### config.mk
export PLATFORM = sky130hd
export DESIGN_NAME = utf8_strict_decoder
export DESIGN_NICKNAME = d
export VERILOG_FILES = /design/src/rtl/core/utf8d_pkg.sv /design/src/rtl/core/utf8d_step.sv /design/src/rtl/core/utf8_strict_decoder.sv
export SDC_FILE = /design/constraint.sdc
export NUM_CORES = 1
export LEC_CHECK = 0
export BUFFER_PORTS_ARGS = -buffer_cell sky130_fd_sc_hd__clkbuf_2
export CAP_MARGIN = 20
export CORE_MARGIN = 1
export CORE_UTILIZATION = 53
export CTS_CLUSTER_DIAMETER = 200
export DETAILED_ROUTE_END_ITERATION = 10
export GPL_TIMING_DRIVEN = 0
export PLACE_DENSITY = 0.84
export SETUP_SLACK_MARGIN = 0.02
export SLEW_MARGIN = 20
export SYNTH_ARGS = -nofsm -noshare
export SYNTH_HDL_FRONTEND = slang
export SYNTH_SLANG_ARGS = --single-unit
### constraint.sdc
create_clock -name clk -period 11.8 [get_ports clk]
set_clock_uncertainty 0.1 [all_clocks]
set_input_delay 0.59 -clock clk [delete_from_list [all_inputs] [get_ports clk]]
set_output_delay 0.59 -clock clk [all_outputs]
set_load 0.02 [all_outputs]
### src/rtl/core/utf8d_pkg.sv
// Shared types and constants for the strict UTF-8 decoder.
// No dependencies; imported by utf8d_step, utf8_strict_decoder and the testbench.
`timescale 1ns / 1ps
`default_nettype none

package utf8d_pkg;

  typedef enum logic [2:0] {
    KIND_OK         = 3'd0,
    KIND_STRAY_CONT = 3'd1,
    KIND_BAD_LEAD   = 3'd2,
    KIND_TRUNCATED  = 3'd3,
    KIND_EXP_CONT   = 3'd4,
    KIND_OVERLONG   = 3'd5,
    KIND_SURROGATE  = 3'd6,
    KIND_ABOVE_MAX  = 3'd7
  } kind_t;

  localparam logic [20:0] CP_MAX        = 21'h10FFFF;
  localparam logic [20:0] SURROGATE_LO  = 21'h00D800;
  localparam logic [20:0] SURROGATE_HI  = 21'h00DFFF;

  // Sequence state that does not depend on the offset width
  typedef struct packed {
    logic [2:0]  expected_len;
    logic [2:0]  received_len;
    logic [20:0] accumulator;
    logic        mismatch_pending;
    logic [7:0]  mismatch_byte;
    logic        halted;
  } dec_state_t;

  // What one byte does to the offset registers and the result
  typedef struct packed {
    logic        emit;
    kind_t       kind;
    logic [20:0] code_point;
    logic [2:0]  seq_length;
    logic [7:0]  bad_byte;
    logic        eoff_lead;
    logic        latch_lead;
    logic        latch_mis;
    logic        clear;
  } dec_action_t;

  // Smallest scalar value that needs a sequence of the given length
  function automatic logic [20:0] min_for_len(input logic [2:0] n);
    logic [20:0] v;
    case (n)
      3'd2:    v = 21'h000080;
      3'd3:    v = 21'h000800;
      3'd4:    v = 21'h010000;
      default: v = 21'h000000;
    endcase
    return v;
  endfunction

endpackage

`default_nettype wire

### src/rtl/core/utf8d_step.sv
// Per-byte decode step: classifies one byte against the open sequence and
// produces the next sequence state and the result action. Uses utf8d_pkg.
`timescale 1ns / 1ps
`default_nettype none

module utf8d_step (
  input  utf8d_pkg::dec_state_t  st,
  input  logic [7:0]             byte_value,
  input  logic                   final_byte,
  output utf8d_pkg::dec_state_t  st_nxt,
  output utf8d_pkg::dec_action_t act
);
  import utf8d_pkg::*;

  logic        cont;
  logic [2:0]  lead_n;
  logic [20:0] lead_bits;
  logic [2:0]  rcv;
  logic        pend_new;
  logic [7:0]  mbyte_new;
  logic [20:0] acc_new;

  assign cont = (byte_value[7:6] == 2'b10);

  always_comb begin
    if (byte_value[7] == 1'b0) begin
      lead_n    = 3'd1;
      lead_bits = {14'd0, byte_value[6:0]};
    end else if (byte_value[7:5] == 3'b110) begin
      lead_n    = 3'd2;
      lead_bits = {16'd0, byte_value[4:0]};
    end else if (byte_value[7:4] == 4'b1110) begin
      lead_n    = 3'd3;
      lead_bits = {17'd0, byte_value[3:0]};
    end else if (byte_value[7:3] == 5'b11110) begin
      lead_n    = 3'd4;
      lead_bits = {18'd0, byte_value[2:0]};
    end else begin
      lead_n    = 3'd0;
      lead_bits = 21'd0;
    end
  end

  assign rcv       = st.received_len + 3'd1;
  assign pend_new  = st.mismatch_pending | ~cont;
  assign mbyte_new = (!cont && !st.mismatch_pending) ? byte_value : st.mismatch_byte;
  assign acc_new   = cont ? {st.accumulator[14:0], byte_value[5:0]} : st.accumulator;

  always_comb begin
    st_nxt     = st;
    act        = '0;
    act.kind   = KIND_OK;
    act.clear  = final_byte;
    if (st.halted) begin
      act.emit = 1'b0;
    end else if (st.expected_len == 3'd0) begin
      if (lead_n == 3'd0) begin
        act.emit     = 1'b1;
        act.kind     = cont ? KIND_STRAY_CONT : KIND_BAD_LEAD;
        act.bad_byte = byte_value;
      end else if (lead_n == 3'd1) begin
        act.emit       = 1'b1;
        act.code_point = lead_bits;
        act.seq_length = 3'd1;
      end else if (final_byte) begin
        act.emit = 1'b1;
        act.kind = KIND_TRUNCATED;
      end else begin
        // open a new sequence at this offset
        st_nxt.expected_len     = lead_n;
        st_nxt.received_len     = 3'd1;
        st_nxt.accumulator      = lead_bits;
        st_nxt.mismatch_pending = 1'b0;
        st_nxt.mismatch_byte    = 8'd0;
        act.latch_lead          = 1'b1;
      end
    end else begin
      st_nxt.received_len     = rcv;
      st_nxt.mismatch_pending = pend_new;
      st_nxt.mismatch_byte    = mbyte_new;
      st_nxt.accumulator      = acc_new;
      act.latch_mis           = ~cont & ~st.mismatch_pending;
      if (rcv >= st.expected_len) begin
        st_nxt.expected_len     = 3'd0;
        st_nxt.mismatch_pending = 1'b0;
        act.emit                = 1'b1;
        act.eoff_lead           = 1'b1;
        if (pend_new) begin
          act.kind     = KIND_EXP_CONT;
          act.bad_byte = mbyte_new;
        end else if (acc_new < min_for_len(st.expected_len)) begin
          act.kind = KIND_OVERLONG;
        end else if (acc_new >= SURROGATE_LO && acc_new <= SURROGATE_HI) begin
          act.kind = KIND_SURROGATE;
        end else if (acc_new > CP_MAX) begin
          act.kind = KIND_ABOVE_MAX;
        end else begin
          act.code_point = acc_new;
          act.seq_length = st.expected_len;
        end
      end else if (final_byte) begin
        // truncation outranks a pending mismatch
        st_nxt.expected_len = 3'd0;
        act.emit            = 1'b1;
        act.kind            = KIND_TRUNCATED;
        act.eoff_lead       = 1'b1;
      end
    end

    if (final_byte) begin
      st_nxt = '0;
    end else if (act.emit && act.kind != KIND_OK) begin
      st_nxt.halted = 1'b1;
    end
  end

endmodule

`default_nettype wire

### src/rtl/core/utf8_strict_decoder.sv
// Strict streaming UTF-8 decoder, top level: input register, decode step,
// offset counters and result register. Uses utf8d_pkg and utf8d_step.
// A byte goes from the input register through the decode step into the result register.
// Throughput: one byte per clock; while a result waits, the input register holds one
// more byte and in_ready drops until that result transfers.
// Reset (rst_n low, synchronous) clears both stages, the sequence state and offsets.
`timescale 1ns / 1ps
`default_nettype none

module utf8_strict_decoder #(
  parameter int OFFSET_BITS = 32
) (
  input  wire logic        clk,
  input  wire logic        rst_n,
  input  wire logic        in_valid,
  output logic             in_ready,
  input  wire logic [7:0]  in_byte_value,
  input  wire logic        in_final_byte,
  output logic             out_valid,
  input  wire logic        out_ready,
  output logic [20:0]      out_code_point,
  output logic [2:0]       out_seq_length,
  output logic [2:0]       out_error_kind,
  output logic [31:0]      out_error_offset,
  output logic [31:0]      out_bad_offset,
  output logic [7:0]       out_bad_byte,
  output logic             out_stream_end
);
  import utf8d_pkg::*;

  localparam logic [OFFSET_BITS-1:0] POS_MAX = '1;
  localparam logic [OFFSET_BITS-1:0] POS_ONE = {{(OFFSET_BITS-1){1'b0}}, 1'b1};

  // input stage
  logic       s1_v_r;
  logic [7:0] s1_byte_r;
  logic       s1_fin_r;
  logic       s2_go;

  // sequence state
  dec_state_t  st_r;
  dec_state_t  st_nxt;
  dec_action_t act;

  logic [OFFSET_BITS-1:0] pos_r, pos_nxt;
  logic [OFFSET_BITS-1:0] lead_pos_r, lead_pos_nxt;
  logic [OFFSET_BITS-1:0] mis_pos_r, mis_pos_nxt;
  logic [OFFSET_BITS-1:0] eoff_w, boff_w, mis_pos_cur;
  logic [31:0]            eoff32, boff32;

  // result register
  logic        out_valid_r;
  logic [20:0] cp_r;
  logic [2:0]  len_r;
  logic [2:0]  kind_r;
  logic [31:0] eoff_r;
  logic [31:0] boff_r;
  logic [7:0]  bbyte_r;
  logic        end_r;

  assign s2_go    = s1_v_r & (~out_valid_r | out_ready);
  assign in_ready = ~s1_v_r | s2_go;

  always_ff @(posedge clk) begin
    if (!rst_n) begin
      s1_v_r <= 1'b0;
    end else if (in_ready) begin
      s1_v_r <= in_valid;
    end
  end

  always_ff @(posedge clk) begin
    if (in_valid && in_ready) begin
      s1_byte_r <= in_byte_value;
      s1_fin_r  <= in_final_byte;
    end
  end

  utf8d_step u_step (
    .st         (st_r),
    .byte_value (s1_byte_r),
    .final_byte (s1_fin_r),
    .st_nxt     (st_nxt),
    .act        (act)
  );

  // offset of the current byte is pos_r; saturate the counter
  always_comb begin
    if (act.clear) begin
      pos_nxt      = '0;
      lead_pos_nxt = '0;
      mis_pos_nxt  = '0;
    end else begin
      pos_nxt      = (pos_r == POS_MAX) ? pos_r : pos_r + POS_ONE;
      lead_pos_nxt = act.latch_lead ? pos_r : lead_pos_r;
      mis_pos_nxt  = act.latch_mis ? pos_r : mis_pos_r;
    end
  end

  assign mis_pos_cur = act.latch_mis ? pos_r : mis_pos_r;
  assign eoff_w = (act.kind == KIND_OK) ? '0 : (act.eoff_lead ? lead_pos_r : pos_r);
  assign boff_w = (act.kind == KIND_EXP_CONT) ? mis_pos_cur : '0;

  generate
    if (OFFSET_BITS > 32) begin : g_clamp
      assign eoff32 = (|eoff_w[OFFSET_BITS-1:32]) ? 32'hFFFF_FFFF : eoff_w[31:0];
      assign boff32 = (|boff_w[OFFSET_BITS-1:32]) ? 32'hFFFF_FFFF : boff_w[31:0];
    end else begin : g_extend
      assign eoff32 = 32'(eoff_w);
      assign boff32 = 32'(boff_w);
    end
  endgenerate

  always_ff @(posedge clk) begin
    if (!rst_n) begin
      st_r       <= '0;
      pos_r      <= '0;
      lead_pos_r <= '0;
      mis_pos_r  <= '0;
    end else if (s2_go) begin
      st_r       <= st_nxt;
      pos_r      <= pos_nxt;
      lead_pos_r <= lead_pos_nxt;
      mis_pos_r  <= mis_pos_nxt;
    end
  end

  always_ff @(posedge clk) begin
    if (!rst_n) begin
      out_valid_r <= 1'b0;
    end else if (s2_go) begin
      out_valid_r <= act.emit;
    end else if (out_ready) begin
      out_valid_r <= 1'b0;
    end
  end

  always_ff @(posedge clk) begin
    if (s2_go && act.emit) begin
      cp_r    <= act.code_point;
      len_r   <= act.seq_length;
      kind_r  <= act.kind;
      eoff_r  <= eoff32;
      boff_r  <= boff32;
      bbyte_r <= act.bad_byte;
      end_r   <= s1_fin_r;
    end
  end

  assign out_valid        = out_valid_r;
  assign out_code_point   = cp_r;
  assign out_seq_length   = len_r;
  assign out_error_kind   = kind_r;
  assign out_error_offset = eoff_r;
  assign out_bad_offset   = boff_r;
  assign out_bad_byte     = bbyte_r;
  assign out_stream_end   = end_r;

endmodule

`default_nettype wire

# Word level (Yosys, flattened, before mapping)
# Cells that the tools add are included.
[word_totals]
regBits = 244
in_bits = 13
out_inout_bits = 102
wordCells = 133
[op_classes]
addsub = 2
n_lt_le_gt_ge = 5
eq_ne = 14
mux = 63
bitwise_logic = 9
reduce_logical = 20
[op_table]
columns = ["op", "n"]
rows = [
  ["$mux 32", 8],
  ["$mux 36", 6],
  ["$mux 21", 8],
  ["$mux 24", 6],
  ["$pmux 17 s3", 1],
  ["$mux 38", 1],
  ["$mux 3", 11],
  ["$add 32x1->32 const B", 1],
  ["$eq 32x32->1 const B", 1],
  ["$mux 8", 3],
  ["$ge 21x16->1 const B", 1],
  ["$gt 21x21->1 const B", 1],
  ["$le 21x16->1 const B", 1],
  ["$lt 21x21->1", 1],
  ["$mux 1", 15],
  ["$mux 4", 3],
  ["$eq 3x3->1 const B", 3],
  ["$logic_not 3->1", 3],
  ["$eq 3x2->1 const B", 2],
  ["$ne 3x3->1 const B", 2],
  ["$reduce_and 2->1", 3],
  ["$reduce_bool 2->1", 3],
  ["$reduce_bool 3->1", 2],
  ["$eq 5x5->1 const B", 1],
  ["14 further kinds", 26],
]

# Longest topological paths before layout
[logic_depth]
ltp_word = 17
depth_mapped = 15
mapped_depth_nobuf = 10

# By module
# A second synthesis with hierarchy kept.
[hier_totals]
hier_cells = 1226
area_unflattened_um2 = 11870.1
[modules_own_cells]
columns = ["module", "instances", "cells_per_inst", "area_per_inst_um2", "seq_area_each_um2"]
rows = [
  ["utf8_strict_decoder", 1, 904, 10049.6, 5975.7],
  ["utf8d_step", 1, 322, 1820.5, 0.0],
]

# Worst setup path after synthesis
# No wires, ideal clock.
[synth_path]
kind = "register -> register"
from = "reg st_r[31] (netlist bit)"
to = "reg bbyte_r[0] (netlist: out_bad_byte[0]), enable pin"
setup_time_ns = 0.712
arrival_time_ns = 9.110
t_required_ns = 10.988
slack_ns = 1.878
stages_incl_launch_ff = 9
period_less_slack_ns = 9.922
cell_sequence = "dfxtp_1 ha_1 xor2_1 ha_1 nand2_1 o21ai_0 clkbuf_1 o21ai_0 a211oi_1"
[synth_between]
elab_chain_cells = 6
[synth_lines]
columns = ["element", "line", "source"]
rows = [
  ["start, declared", "utf8_strict_decoder.sv:41", "dec_state_t st_r;"],
  ["start signal, assigned", "utf8_strict_decoder.sv:121", "st_r <= st_nxt;"],
  ["$add 3x1->3", "utf8d_step.sv:44", "assign rcv = st.received_len + 3'd1;"],
  ["$ge 3x3->1", "utf8d_step.sv:83", "if (rcv >= st.expected_len) begin"],
  ["$mux 4", "utf8d_step.sv:83", ""],
  ["$mux 36", "utf8d_step.sv:56", "end else if (st.expected_len == 3'd0) begin"],
  ["$mux 1", "utf8d_step.sv:54", "if (st.halted) begin"],
  ["$logic_and 1x1->1", "utf8_strict_decoder.sv:139", "if (s2_go && act.emit) begin"],
  ["end signal, assigned", "utf8_strict_decoder.sv:145", "bbyte_r <= act.bad_byte;"],
  ["end, declared", "utf8_strict_decoder.sv:58", "logic [7:0] bbyte_r;"],
]
# Every way passes these cells.
# A chain may end at the register's enable or synchronous reset.

==> impl_metrics.toml <==
[outcome]
status = "finished, violations left"
violations = "DRC"

[synthesis]
synth_top_family_by_area = "simple AND/OR/NAND/NOR gates"
synth-edff-count = 109
yosys_warnings = 0
synth.mux.area_fraction = 0.005854
synthDistinctLibCells = 60
synthCells = 1054
seq_area_frac_synth = 0.5705
synth.avg_cell_area_sq_um = 9.937
synth_xor_area_frac = 0.02341
syn_nets = 1074
syn-cell-area_sq_um = 10470
synth_flop_cell = "dfxtp_1"
synth_compound_gate_area_share = 0.1719
synth-adder-area-share = 0.008362
async_reset_ff_frac = 0
synthSimpleGateAreaFrac = 0.1797
ys_ff_latch = 244

[detailed_routing]
drtIter0Drc = 775
first_pass_iters = 9
drt-wirelength-per-cell_um = 17.56
vias_per_cell = 5.779
via_count = 8570
postRouteAntennaNets = 0
drt-total-wl_mm = 26.05
remaining_drc_errors = 2

[floorplan]
die_w_um = 142.6
initial_utilization = 0.5399
die_h_um = 142.6
row_count = 51
core_sq_um = 19400
die-area_sq_um = 20330
num_io_pins = 115

[grt]
grt_usage = 0.2576
grt_pass1_vias = 7975
antenna_found_initial = 1
grt_max_degree = 19
grt_overflow = 0
grt_first_pass_wirelength_mm = 41.15

[sta]
fin_crit_sh = 0.4140
relSlewSlack = 0.2555
hold_slack_ns = 0.1397
finalSetupTns_ns = 0
fin_ws_ns = 6.915
fmax_ghz = 0.2047
rsz0062_at_grt = "no"
drv_slew = 0
hold_violations = 0
tightest_slew_ns = 1.110
setup_violations = 0
period_minus_slack_ns = 4.885

[placed_design]
finalWeightedCongestion = 0.9155
dp_hpwl_mm = 17.68
port-buffer-count = 113
dpl_worst_slack_ns = 7.100
dpl_cell_area_sq_um = 11460

[cts]
clk_latency_ns = 0.52
cts_hold_buf = 0
cts_tree = "yes"
clockBufferDepth = 3
root_buffer = "clkbuf_16"
clkTransAtPathRegs_ns = 0.06
cts_setup_buffers = 0
cts.sinks = 244
h-tree-depth = 1
numCtsBuffers = 25
cts_resized = 0

[power_and_ir_drop]
power_leakage_uw = 0.004158
power.total_uw = 1847
powerDensity_nw_per_um2 = 150.3
vdd_drop_max_mv = 0.1062

[min_path]
worstHoldStart = "in_byte_value[6]"
min_path_type = "primary input to flip-flop"

[worst_setup_path]
r2r_start = "s1_byte_r[7]"
critical_path_class = "flip-flop to flip-flop"
cp_max_fo = 10
cp.arrival_ns = 5.03
startpoint_type = "flip-flop"
crit_path_start = "s1_byte_r[7]"
cp.required_ns = 11.95
worst_setup_path_end_kind = "flip-flop"

[cells_and_area]
layout_common_cells = "nand2_1 (193), dfxtp_1 (135), clkbuf_2 (114), edfxtp_1 (109), clkbuf_1 (80)"
antenna_cells = 0
drive_above_1_share = 0.1700
final_common_cell = "nand2_1"
fin_area_sq_um = 12290
layout.nets = 1221
syn_to_final_growth_pct = 17.37

[job]
max-cap-violations = 0
[power by group]
| group | switching, uW | internal, uW | total, uW |
|---|---|---|---|
| Combinational | 94.2 | 34.4 | 129 |
| Clock | 324 | 481 | 805 |
| Sequential | 8.76 | 905 | 914 |
[logic make-up (layout without fill, tap and decap cells)]
family / after synthesis / after routing
flops: 244 / 244
fa+ha+maj: 7 / 7
xor+xnor: 28 / 28
compound gates: 255 / 255
buf+inv: 104 / 268
mux: 6 / 6
simple gates: 410 / 410
[worst max-delay path, stage by stage, from the launching register on]
cell	delay, ns
edfxtp_1	0.37
buf_2	0.21
nand2b_1	0.09
buf_2	0.25
buf_1	0.39
mux2i_1	0.39
inv_1	0.09
ha_1	0.24
nor4b_1	0.27
a31oi_1	0.09
a2111o_1	0.52
a41o_1	0.29
nor3_1	0.82
buf_2	0.39
a21oi_1	0.10
[cell usage after synthesis (4+ instances only)]
cell / instances / area share
clkbuf_1: 79 / 0.028
buf_1: 4 / 0.0014
xnor2_1: 8 / 0.0067
a31oi_1: 7 / 0.0042
a21boi_0: 8 / 0.0057
buf_2: 6 / 0.0029
and3_1: 6 / 0.0036
dfxtp_1: 135 / 0.26
a21oi_1: 71 / 0.034
nor2b_1: 47 / 0.028
o21ai_1: 4 / 0.0019
mux2i_1: 5 / 0.0048
or3_1: 6 / 0.0036
nor2_1: 71 / 0.025
nand2_1: 193 / 0.069
o21a_1: 5 / 0.0036
nand4_1: 13 / 0.0078
ha_1: 7 / 0.0084
a22oi_1: 42 / 0.030
o21ai_0: 19 / 0.0091
a22o_1: 43 / 0.036
xor2_1: 20 / 0.017
a21oi_2: 30 / 0.025
and2_1: 5 / 0.0030
nor3_1: 19 / 0.0091
a32o_1: 7 / 0.0067
nor4_1: 5 / 0.0030
edfxtp_1: 109 / 0.31
inv_1: 10 / 0.0036
nand3_1: 28 / 0.013
[final timing paths]
check,slack [ns],depth (start not counted),endpoint
hold reg to reg,0.37,1,st_r[1]
setup reg to reg,6.91,14,out_error_offset[31]
setup / recovery,6.91,14,out_error_offset[31]
hold / removal,0.14,1,s1_byte_r[6]
[metrics by stage]
step,cells,util
floorplan,1054,-
global placement,1432,0.5862
detailed placement,1439,0.5908
CTS,1483,0.6337
global route,1483,0.6337
finish,1483,0.6337
[sequential cells by signal, indices dropped and copies added, names as in the netlist]
name              count
st_r                 37
lead_pos_r           32
mis_pos_r            32
out_bad_offset       32
out_error_offset     32
pos_r                32
out_code_point       21
out_bad_byte          8
s1_byte_r             8
out_error_kind        3
out_seq_length        3
out_stream_end        1
out_valid             1
s1_fin_r              1
s1_v_r                1
[area by class of cell]
cell class	count	area, sq um
multi-input combinational	706	4089
sequential	244	5976
tap	265	331.6
inverter	11	41.29
fill	1576	7106
clock buffer	27	643.1
buffer	93	380.4
timing repair buffer	120	641.9
clock inverter	17	190.2
[layer usage]
layer / global-route usage / part of all wire
met2: 0.4221 / 0.48
met3: 0.04240 / 0.071
met1: 0.3479 / 0.43
met4: 0.08376 / 0.021
met5: 0 / 0
(Power assumes the default switching activity.)
